File: config.mk
export PLATFORM = sky130hd
export DESIGN_NAME = lattice_row_run_length_encoder
export DESIGN_NICKNAME = d
export VERILOG_FILES = /design/src/rtl/lrrle_pkg.sv /design/src/rtl/lattice_row_run_length_encoder.sv
export SDC_FILE = /design/constraint.sdc
export NUM_CORES = 1
export LEC_CHECK = 0
export BUFFER_PORTS_ARGS = -buffer_cell sky130_fd_sc_hd__buf_2
export CAP_MARGIN = 0
export CELL_PAD_IN_SITES_DETAIL_PLACEMENT = 0
export CELL_PAD_IN_SITES_GLOBAL_PLACEMENT = 1
export CORE_UTILIZATION = 48
export CTS_BUF_LIST = sky130_fd_sc_hd__clkbuf_4
export DETAILED_ROUTE_END_ITERATION = 6
export GPL_TIMING_DRIVEN = 1
export HOLD_SLACK_MARGIN = 0.02
export PLACE_DENSITY = 0.76
export SETUP_SLACK_MARGIN = 0.2
export SLEW_MARGIN = 20
export SYNTH_ARGS = -nofsm -noshare
export SYNTH_HDL_FRONTEND = slang
export SYNTH_SLANG_ARGS = --single-unit
File: constraint.sdc
create_clock -name i_clk -period 8.11 [get_ports i_clk]
set_input_delay 2.433 -clock i_clk [delete_from_list [all_inputs] [get_ports i_clk]]
set_output_delay 2.433 -clock i_clk [all_outputs]
set_load 0.01 [all_outputs]
File: src/rtl/lrrle_pkg.sv
// Types, constants and helpers for the row run-length encoder.
package lrrle_pkg;

    localparam int COLOR_COUNT = 16;
    localparam int COLOR_W     = $clog2(COLOR_COUNT);
    localparam int MAX_SIDE    = 4096;
    localparam int POS_W       = $clog2(MAX_SIDE);   // column / row index
    localparam int LEN_W       = POS_W + 1;          // run length, up to MAX_SIDE
    localparam int CFG_W       = 13;
    localparam int SITE_W      = 32;

    // register indexes
    localparam logic CFG_ROW_WIDTH = 1'b0;
    localparam logic CFG_ROW_COUNT = 1'b1;

    typedef struct packed {
        logic               frame_end;
        logic               last_of_item;
        logic               single_site;
        logic [LEN_W-1:0]   run_length;
        logic [POS_W-1:0]   row_number;
        logic [POS_W-1:0]   start_column;
        logic [COLOR_W-1:0] color_index;
    } t_run_rec;

    function automatic logic [CFG_W-1:0] clamp_side(input logic [CFG_W-1:0] v);
        logic [CFG_W-1:0] r;
        if (v == '0) begin
            r = CFG_W'(1);
        end else if (v > CFG_W'(MAX_SIDE)) begin
            r = CFG_W'(MAX_SIDE);
        end else begin
            r = v;
        end
        return r;
    endfunction

    // negative values map to 15 minus (magnitude mod 16); most negative wraps cleanly
    function automatic logic [COLOR_W-1:0] color_of(input logic [SITE_W-1:0] raw);
        logic [SITE_W-1:0] mag;
        logic [SITE_W-1:0] c;
        mag = SITE_W'(0) - raw;
        if (!raw[SITE_W-1]) begin
            c = raw % COLOR_COUNT;
        end else begin
            c = SITE_W'(COLOR_COUNT - 1) - (mag % COLOR_COUNT);
        end
        return c[COLOR_W-1:0];
    endfunction

endpackage

File: src/rtl/lattice_row_run_length_encoder.sv
// Top level: row-wise run-length encoder for a window of signed site values.
//
// Sites stream in row-scan order, one beat per cycle, through an input register; a
// single compare against the open run decides what closes, and the closed runs go
// into a four-entry result queue that feeds the output port. A site that keeps a run
// going gives no beat, one that changes the value or ends a row gives one, and one
// that does both gives two (the changed run first, then the one-site run). The input
// side takes one site per cycle as long as the queue has room; the output side drains
// one run per cycle while i_m_tready is high. row_width and row_count of 0 act as 1,
// values above 4096 act as 4096; write them only while the block is idle.
module lattice_row_run_length_encoder (
    input  logic        i_clk,
    input  logic        i_rst_n,
    // configuration
    input  logic        i_cfg_we,
    input  logic        i_cfg_idx,
    input  logic [12:0] i_cfg_data,
    // site input
    input  logic        i_s_tvalid,
    output logic        o_s_tready,
    input  logic [31:0] i_s_tdata,   // [31:0] site_value
    // run output
    output logic        o_m_tvalid,
    input  logic        i_m_tready,
    output logic [47:0] o_m_tdata,   // [3:0] color_index, [15:4] start_column,
                                     // [27:16] row_number, [40:28] run_length, rest 0
    output logic [1:0]  o_m_tuser,   // [0] single_site, [1] last_of_item
    output logic        o_m_tlast    // frame_end
);
    import lrrle_pkg::*;

    localparam int DEPTH = 4;
    localparam int PTR_W = $clog2(DEPTH);
    localparam int CNT_W = PTR_W + 1;
    localparam int DATA_W = COLOR_W + 2 * POS_W + LEN_W;

    // configuration
    logic [CFG_W-1:0] r_row_width, r_row_count;

    // input register
    logic              r_in_valid;
    logic [SITE_W-1:0] r_site;

    // run tracking state
    logic [SITE_W-1:0] r_run_value, n_run_value;
    logic [POS_W-1:0]  r_run_start, n_run_start;
    logic [POS_W-1:0]  r_col, n_col;
    logic [POS_W-1:0]  r_row, n_row;

    // result queue
    t_run_rec          r_fifo [DEPTH];
    logic [PTR_W-1:0]  r_wr_ptr, r_rd_ptr;
    logic [CNT_W-1:0]  r_count;

    logic              first_site, value_change, row_end, last_row, proc_fire, pop;
    logic [LEN_W-1:0]  col_inc;
    logic [1:0]        n_res;
    t_run_rec          rec_change, rec_end, rec_first;

    always_ff @(posedge i_clk) begin
        if (!i_rst_n) begin
            r_row_width <= CFG_W'(1);
            r_row_count <= CFG_W'(1);
        end else if (i_cfg_we) begin
            case (i_cfg_idx)
                CFG_ROW_WIDTH: r_row_width <= clamp_side(i_cfg_data);
                CFG_ROW_COUNT: r_row_count <= clamp_side(i_cfg_data);
                default: ;
            endcase
        end
    end

    always_comb begin
        first_site   = (r_col == '0);
        value_change = !first_site && (r_site != r_run_value);
        col_inc      = LEN_W'(r_col) + LEN_W'(1);
        row_end      = ({1'b0, col_inc} >= {1'b0, r_row_width});
        last_row     = ((LEN_W'(r_row) + LEN_W'(1)) >= r_row_count);

        n_run_value  = (first_site || value_change) ? r_site : r_run_value;
        n_run_start  = first_site ? '0 : (value_change ? r_col : r_run_start);

        rec_change.color_index  = color_of(r_run_value);
        rec_change.start_column = r_run_start;
        rec_change.row_number   = r_row;
        rec_change.run_length   = LEN_W'(r_col) - LEN_W'(r_run_start);
        rec_change.single_site  = (rec_change.run_length == LEN_W'(1));
        rec_change.last_of_item = !row_end;
        rec_change.frame_end    = 1'b0;

        rec_end.color_index  = color_of(n_run_value);
        rec_end.start_column = n_run_start;
        rec_end.row_number   = r_row;
        rec_end.run_length   = col_inc - LEN_W'(n_run_start);
        rec_end.single_site  = (rec_end.run_length == LEN_W'(1));
        rec_end.last_of_item = 1'b1;
        rec_end.frame_end    = last_row;

        rec_first = value_change ? rec_change : rec_end;
        n_res     = {1'b0, value_change} + {1'b0, row_end};

        // room is judged without this cycle's pop to keep the two sides apart
        proc_fire  = r_in_valid && ((r_count + CNT_W'(n_res)) <= CNT_W'(DEPTH));
        o_s_tready = !r_in_valid || proc_fire;
        pop        = o_m_tvalid && i_m_tready;

        if (row_end) begin
            n_col = '0;
            n_row = last_row ? '0 : r_row + POS_W'(1);
        end else begin
            n_col = col_inc[POS_W-1:0];
            n_row = r_row;
        end
    end

    always_ff @(posedge i_clk) begin
        if (!i_rst_n) begin
            r_in_valid <= 1'b0;
        end else if (o_s_tready) begin
            r_in_valid <= i_s_tvalid;
        end
        if (o_s_tready && i_s_tvalid) begin
            r_site <= i_s_tdata;
        end
    end

    always_ff @(posedge i_clk) begin
        if (!i_rst_n) begin
            r_run_value <= '0;
            r_run_start <= '0;
            r_col       <= '0;
            r_row       <= '0;
        end else if (proc_fire) begin
            r_run_value <= n_run_value;
            r_run_start <= row_end ? '0 : n_run_start;
            r_col       <= n_col;
            r_row       <= n_row;
        end
    end

    always_ff @(posedge i_clk) begin
        if (proc_fire && n_res != 2'd0) begin
            r_fifo[r_wr_ptr] <= rec_first;
        end
        if (proc_fire && n_res == 2'd2) begin
            r_fifo[r_wr_ptr + PTR_W'(1)] <= rec_end;
        end
    end

    always_ff @(posedge i_clk) begin
        if (!i_rst_n) begin
            r_wr_ptr <= '0;
            r_rd_ptr <= '0;
            r_count  <= '0;
        end else begin
            if (proc_fire) begin
                r_wr_ptr <= r_wr_ptr + PTR_W'(n_res);
            end
            if (pop) begin
                r_rd_ptr <= r_rd_ptr + PTR_W'(1);
            end
            r_count <= r_count + (proc_fire ? CNT_W'(n_res) : '0) - CNT_W'(pop);
        end
    end

    t_run_rec head;
    assign head       = r_fifo[r_rd_ptr];
    assign o_m_tvalid = (r_count != '0);
    assign o_m_tdata  = {(48 - DATA_W)'(0), head.run_length, head.row_number,
                         head.start_column, head.color_index};
    assign o_m_tuser  = {head.last_of_item, head.single_site};
    assign o_m_tlast  = head.frame_end;

    a_count_bound: assert property (@(posedge i_clk) disable iff (!i_rst_n)
        r_count <= CNT_W'(DEPTH))
        else $error("result queue overfilled");

    a_frame_end_last: assert property (@(posedge i_clk) disable iff (!i_rst_n)
        (o_m_tvalid && o_m_tlast) |-> o_m_tuser[1])
        else $error("frame end run is not the last run of its site");

    a_single_len: assert property (@(posedge i_clk) disable iff (!i_rst_n)
        o_m_tvalid |-> (o_m_tuser[0] == (head.run_length == LEN_W'(1))))
        else $error("single-site flag disagrees with run length");

    a_col_clears: assert property (@(posedge i_clk) disable iff (!i_rst_n)
        (proc_fire && row_end) |=> (r_col == '0 && r_run_start == '0))
        else $error("column state not cleared at row end");

endmodule
==> results of run 1 <==
## path summary, 6_finish.rpt
path            startpoint       endpoint
max               r_col[1]     o_s_tready
min          r_fifo[0][42]  r_fifo[0][42]
max reg2reg       r_col[1]  r_fifo[0][16]
min reg2reg  r_fifo[0][42]  r_fifo[0][42]
## registers in the layout (all words and copies together) (netlist names), 3 cells and up, named ones only
register,count
r_row,12
r_site,32
r_fifo,176
r_run_start,12
r_col,12
r_row_count,13
r_count,3
r_run_value,32
r_row_width,13
## routing by layer
layer	up-vias	part of all wire, %	global-route usage (%)	wire, µm
li1	5479	-	-	-
met1	5304	46	31.3	17300
met2	391	45	35.0	17100
met3	72	6.2	4.99	2340
met4	0	2.8	9.55	1060
met5	-	0	0	0
## kinds of logic (layout without fill, tap and decap cells)
group | after synthesis | in the layout | synth area share, %
and+or+nand+nor | 400 | 400 | 13.4
DFF | 312 | 312 | 51.5
AOI/OAI and AO/OA | 300 | 300 | 12.2
buffers and inverters | 146 | 334 | 3.65
muxes | 90 | 90 | 9.12
xor gates and xnor gates | 83 | 83 | 4.77
adders and majority gates | 67 | 67 | 5.39
other | 1 | 9 | 0.0233
## cell type report
| type | instances | share of cell area (%) |
|---|---|---|
| sequential | 312 | 45.7 |
| multi-input combinational | 947 | 40.1 |
| clock buffer | 123 | 5.08 |
| timing repair buffer | 122 | 3.90 |
| tap | 442 | 3.05 |
| inverter | 59 | 1.22 |
| clock inverter | 30 | 0.971 |
| antenna | 2 | 0.0276 |
## cells in the final DEF, fill, tap and decap left out, types with 13 or more instances in the layout
cell / instances
a21boi_0: 37
clkinv_1: 21
buf_2: 96
buf_4: 24
nor3_1: 23
mux2_2: 13
inv_1: 59
a21oi_1: 42
dfxtp_1: 104
nor2b_1: 76
clkbuf_4: 123
o21ai_0: 31
xor2_1: 27
xnor2_1: 52
nor2_1: 32
mux4_2: 44
nand2_1: 113
a21o_1: 13
mux2i_1: 33
edfxtp_1: 204
nand4_1: 14
and2_1: 60
and3_1: 15
o22ai_1: 125
ha_1: 62
## power groups by stage
stage               clock, mW  sequential, mW  combinational [mW]
detailed placement          0            1.93               0.930
global route             1.54            1.91                1.02
finish                   1.41            1.89               0.924
floorplan                   0            1.88               0.687
global placement            0            1.92               0.922
CTS                      1.46            1.89               0.933
## metrics by stage
stage	std cells	cell area [µm²]	hold WS [ns]
3_5_place_dp	1881	17000	0.452
3_3_place_gp	1881	17000	0.447
2_1_floorplan	1405	16100	0.432
5_1_grt	2037	18200	0.482
6_report	2037	18200	0.462
4_1_cts	2034	18100	0.466
## what timing repair did
| item | 4_1_cts | 5_1_grt |
|---|---|---|
| setup endpoints to repair | 0 | 1 |
| buffers inserted | 0 | 0 |
| resized for setup | 0 | 5 |
==> summary.md, run 1 <==
| Metric | Value |
|---|---|
| Switching Share | `29.2%` |
| Worst hold stages | `1` |
| Number of buffers created by CTS | `84` |
| Die area | `34300 µm²` |
| EDFF count, synth | `204` |
| Global route overflow | `0` |
| Multi-input gate area | `7280 µm²` |
| Worst endpoint required time | `about 5.7 ns` |
| Logic pwr share | `21.9%` |
| R2R depth | `26` |
| Internal power | `2.99 mW` |
| Min Tclk post-route | `7.55 ns` |
| Top cells by count, synth | `edfxtp_1, o22ai_1, nand2_1` |
| FF+latch count, synth | `roughly 310` |
| Buf/Inv on CP | `4` |
| Initial DRC count | `804` |
| IO Count | `between 100 and 150` |
| Static leakage | `around 6.6 nW` |
| CTS max path bufs | `3` |
| Power Total | `~4.2 mW` |
| WS Path Type | `flop to output pin` |
| Sink Count | `between 300 and 400` |
| # DRC | `0` |
| Post-Synthesis Cells | `1399` |
| Sum of negative setup slack | `0 ns` |
| CP max stage delay | `0.47 ns` |
| FFs w/ async S/R, synth | `0%` |
| Root Driver | `clkbuf_4` |
| Netlist cell types | `between 60 and 70` |
| WL final | `approximately 38000 µm` |
| Clk Latency, worst-skew pair | `0.74 ns` |
| Starting Density | `between 40% and 50%` |
| Largest net degree at the start of global routing | `111` |
| RSZ-0062 raised after global routing | `no` |
| Crit-path leading delay family | `adder cells` |
| Synthesized cell area | `about 16000 µm²` |
| Clock Skew | `roughly 0.047 ns` |
| Share of the synthesized area in the top cell type | `38.1%` |
| Vias in the first global route | `~11000` |
| Clk slew on worst S/H paths | `0.06 ns` |
| GRT Util Overall | `22.9%` |
| Row cnt | `66` |
| Core box area | `approximately 33000 µm²` |
| Fin. max-slew vios | `0` |
| Pre-CTS WS | `roughly 1.1 ns` |
| Share of layout cells above drive strength 1 | `21.3%` |
| Worst-Margin Slew | `0.975 ns` |
| Max-cap violations | `0` |
| CP max-delay cell | `fa_1` |
| # setup viols final | `0` |
| Reg area | `8290 µm²` |
| First-pass GRT wire length | `59800 µm` |
| Cts hold-fix bufs | `0` |
| Final worst slack | `roughly 0.56 ns` |
| Syn. warnings | `0` |
| Layout fillers | `2859` |
| Most frequent cell after synthesis | `edfxtp_1` |
| Initial antenna violation count | `2` |
| Slew margin rel. | `between 30% and 40%` |
| Area Growth Syn to Fin | `12.8%` |
| Die X | `185 µm` |
| Final-report hold violation count | `0` |
| Top post-synthesis cells by area | `edfxtp_1, dfxtp_1, mux4_2` |
| Status | `finished, final reports clean` |
| PortBufs | `96` |
| Pwr dens | `233 nW/µm²` |
| Reg2reg setup slack | `1.56 ns` |
| NetSw | `1.23 mW` |
| Post-DP HPWL | `24900 µm` |
| Nets | `about 1600` |
| Hold WC Path Type | `flop to flop` |
| Crit Path Max Fanout | `5` |
| Core Util, Final | `55.4%` |
| Seq/Total Area, Yosys | `51.5%` |
| Crit-path cells | `ha_2, nand3_1, nor2_2, and3_1, and3_1, xor2_1, ha_1, a21o_1, a21oi_1, nand4bb_1, a21oi_1, nor2_1, ha_1, ha_1, inv_1, fa_1, inv_1, o21ai_1, inv_1, nand2_1, buf_2` |
| Peak supply drop | `0.151 mV` |
| Most area-hungry cell type in the Yosys netlist | `edfxtp_1` |
| Synth Area per Inst | `11.5 µm²` |
| Drt wl/cell | `~19 µm` |
| Fin crit share | `93.0%` |
| Critical Path Start Type | `flop` |
| Die height | `185 µm` |
| Seq pwr share | `44.7%` |
| DR vias | `11246` |
| WP depth | `21` |
| Vias per cell | `5.52` |
| Final GP Congestion | `between 0.8 and 0.9` |
| Ys flop type | `edfxtp_1` |
| TritonCTS clock tree | `done` |
| Final ANT Viol Nets | `0` |
| Arr. time, crit path | `5.11 ns` |
| Clock power share | `between 30% and 40%` |
| Fmax | `0.133 GHz` |
| H-tree Lvls | `3` |
| Initial DRT Pass Iterations | `5` |
| Crit. End Element | `output pin` |
(Power assumes the default switching activity.)
==> run 2: changes to the inputs <==
--- a/config.mk
+++ b/config.mk
@@ -9,12 +9,13 @@
 export CAP_MARGIN = 0
 export CELL_PAD_IN_SITES_DETAIL_PLACEMENT = 0
 export CELL_PAD_IN_SITES_GLOBAL_PLACEMENT = 1
+export CORE_MARGIN = 2
 export CORE_UTILIZATION = 48
 export CTS_BUF_LIST = sky130_fd_sc_hd__clkbuf_4
 export DETAILED_ROUTE_END_ITERATION = 6
 export GPL_TIMING_DRIVEN = 1
 export HOLD_SLACK_MARGIN = 0.02
-export PLACE_DENSITY = 0.76
+export PLACE_DENSITY_LB_ADDON = 0.1
 export SETUP_SLACK_MARGIN = 0.2
 export SLEW_MARGIN = 20
 export SYNTH_ARGS = -nofsm -noshare
==> summary.md, run 2 (same netlist as run 1, synthesis figures left out) <==
| Metric | Value |
|---|---|
| Status | `finished, final reports clean (unchanged)` |
| TritonCTS clock tree | `done (unchanged)` |
| Pwr dens | `231 nW/µm² (was 233 nW/µm²)` |
| Nets | `1641 (was 1644)` |
| Core Util, Final | `54.4% (was 55.4%)` |
| Post-DP HPWL | `25300 µm (was 24900 µm)` |
| Worst endpoint required time | `5.68 ns (about the same)` |
| Fin. max-slew vios | `0 (unchanged)` |
| Worst r2r dst | `r_fifo[0][17] (was r_fifo[0][16])` |
| # DRC | `0 (unchanged)` |
| Hold WC Path Type | `flop to flop (unchanged)` |
| WL final | `39300 µm (was 37900 µm)` |
| Most flop-heavy register | `r_fifo (unchanged)` |
| Initial DRC count | `777 (was 804)` |
| Commonest non-fill, non-tap cell in the layout | `edfxtp_1 (unchanged)` |
| Largest net degree at the start of global routing | `92 (was 111)` |
| Row cnt | `67 (was 66)` |
| Core box area | `33300 µm² (was 32800 µm²)` |
| Root Driver | `clkbuf_4 (unchanged)` |
| Die height | `187 µm (was 185 µm)` |
| Clk Latency, worst-skew pair | `0.76 ns (was 0.74 ns)` |
| Clock Skew | `0.0566 ns (was 0.0471 ns)` |
| Initial antenna violation count | `2 (unchanged)` |
| Area Growth Syn to Fin | `12.6% (was 12.8%)` |
| Die X | `187 µm (was 185 µm)` |
| Largest registers | `r_fifo (176), r_run_value (32), r_site (32) (unchanged)` |
| Fmax | `0.133 GHz (about the same)` |
| Worst-Margin Slew | `1.04 ns (was 0.975 ns)` |
| Worst setup endpoint | `o_s_tready (unchanged)` |
| Slew margin rel. | `30.3% (was 35.0%)` |
| Final GP Congestion | `0.852 (was 0.878)` |
| Largest register FFs | `176 (unchanged)` |
| CP max stage delay | `0.49 ns (was 0.47 ns)` |
| Critical Path Start Type | `flop (unchanged)` |
| Sink Count | `312 (unchanged)` |
| DR vias | `11377 (was 11246)` |
| Area post-placement | `17000 µm² (about the same)` |
| CP max-delay cell | `fa_1 (unchanged)` |
| # setup viols final | `0 (unchanged)` |
| IO Count | `104 (unchanged)` |
| Final Cell Area | `18100 µm² (was 18200 µm²)` |
| First-pass GRT wire length | `62100 µm (was 59800 µm)` |
| GRT Util Overall | `22.8% (was 22.9%)` |
| Final ANT Viol Nets | `0 (unchanged)` |
| Die area | `35000 µm² (was 34300 µm²)` |
| H-tree Lvls | `3 (unchanged)` |
| Final-report hold violation count | `0 (unchanged)` |
| Crit path from | `r_col[1] (unchanged)` |
| Static leakage | `6.62 nW (was 6.64 nW)` |
| Peak supply drop | `0.135 mV (was 0.151 mV)` |
| CTS max path bufs | `3 (unchanged)` |
| Fin crit share | `93.0% (about the same)` |
| Crit Path Max Fanout | `5 (unchanged)` |
| Vias per cell | `5.58 (was 5.52)` |
| Share of layout cells above drive strength 1 | `21.6% (was 21.3%)` |
| Crit. End Element | `output pin (unchanged)` |
| Commonest cells after routing, fill and taps aside | `edfxtp_1, clkbuf_4, o22ai_1 (was edfxtp_1, o22ai_1, clkbuf_4)` |
| Clk slew on worst S/H paths | `0.06 ns (about the same)` |
| RSZ-0062 raised after global routing | `no (unchanged)` |
| WS Path Type | `flop to output pin (unchanged)` |
| Arr. time, crit path | `5.11 ns (about the same)` |
| Number of buffers created by CTS | `84 (unchanged)` |
| Crit-path cells | `ha_2, nand3_1, nor2_2, and3_1, and3_1, xor2_1, ha_1, a21o_1, a21oi_1, nand4bb_1, a21oi_1, nor2_2, ha_1, ha_1, inv_1, fa_1, inv_1, o21ai_1, inv_1, nand2_1, buf_2 (was ha_2, nand3_1, nor2_2, and3_1, and3_1, xor2_1, ha_1, a21o_1, a21oi_1, nand4bb_1, a21oi_1, nor2_1, ha_1, ha_1, inv_1, fa_1, inv_1, o21ai_1, inv_1, nand2_1, buf_2)` |
| Global route overflow | `0 (unchanged)` |
| PortBufs | `96 (unchanged)` |
| Starting Density | `48.4% (was 49.1%)` |
| Vias in the first global route | `11222 (was 11147)` |
| Max-cap violations | `0 (unchanged)` |
| Drt wl/cell | `19.3 µm (was 18.6 µm)` |
| R2R depth | `26 (unchanged)` |
| Setup repair bufs after CTS | `0 (unchanged)` |
| Initial DRT Pass Iterations | `5 (unchanged)` |
| Min Tclk post-route | `7.54 ns (was 7.55 ns)` |
| Layout fillers | `3034 (was 2859)` |
| Reg2reg setup slack | `1.83 ns (was 1.56 ns)` |
| RR Startpoint | `r_col[1] (unchanged)` |
| Sum of negative setup slack | `0 ns (unchanged)` |
[run 2: cell types whose count changed in the layout (fill, tap and decap cells not counted), sizes merged]
cell	before	now
buf	122	119
bufinv	2	0
diode	2	1
clkbuf	123	127
clkinv	24	22
[run 2: layer usage]
| layer | vias to the layer above | track usage (%) | part of all wire, % |
|---|---|---|---|
| met5 | - | 0 | 0 |
| met4 | 0 | 8.73 | 2.0 |
| met3 | 61 | 4.90 | 6.7 |
| met2 | 417 | 35.1 | 45 |
| met1 | 5419 | 31.7 | 46 |
| li1 | 5480 | - | - |
[run 2: what timing repair did]
action | CTS | global route
endpoints found under the hold margin | 0 | 0
setup endpoints to repair | 0 | 1
resized for setup | 0 | 6
hold buffers | 0 | 0
[run 2: worst min-delay path by stage]
stage | from | to | slack (ns) | cells past startpoint
after floorplan | r_fifo[0][42] | r_fifo[0][42] | 0.43 | 1
after global placement | r_row_count[3] | r_row_count[3] | 0.45 | 2
after detailed placement | r_row_count[4] | r_row_count[4] | 0.46 | 2
after CTS | r_row_count[4] | r_row_count[4] | 0.47 | 2
after global routing | r_row_count[9] | r_row_count[9] | 0.49 | 2
final | r_row_count[4] | r_row_count[4] | 0.46 | 2
[run 2: worst max-delay path: cells and delay by family (launching register included)]
family,cells,cell delay [ns]
buffers and inverters,4,0.33
adders and majority gates,5,1.53
DFF,1,0.39
xor gates and xnor gates,1,0.26
AOI/OAI and AO/OA,4,0.71
and+or+nand+nor,7,1.12
[run 2: area by class of cell]
| class | instances | area, µm² | share of cell area [%] |
|---|---|---|---|
| inverter | 59 | 221 | 1.22 |
| timing repair buffer | 119 | 686 | 3.78 |
| multi-input combinational | 947 | 7290 | 40.3 |
| sequential | 312 | 8290 | 45.8 |
| clock inverter | 26 | 108 | 0.594 |
| tap | 448 | 561 | 3.09 |
| antenna | 1 | 2.50 | 0.0138 |
| clock buffer | 127 | 953 | 5.26 |
[run 2: power by group]
part / switching (mW) / internal (mW)
registers: 0.0796 / 1.80
logic: 0.507 / 0.433
clock network: 0.652 / 0.717
[run 2: metrics by stage]
stage          setup WS [ns]  std cells  total power [mW]  hold slack [ns]
5_1_grt                0.204       2039              4.44            0.486
3_5_place_dp            1.13       1884              2.86            0.460
6_report               0.568       2039              4.19            0.463
3_3_place_gp            1.29       1884              2.85            0.454
2_1_floorplan           1.54       1405              2.56            0.432
4_1_cts                0.220       2037              4.25            0.469
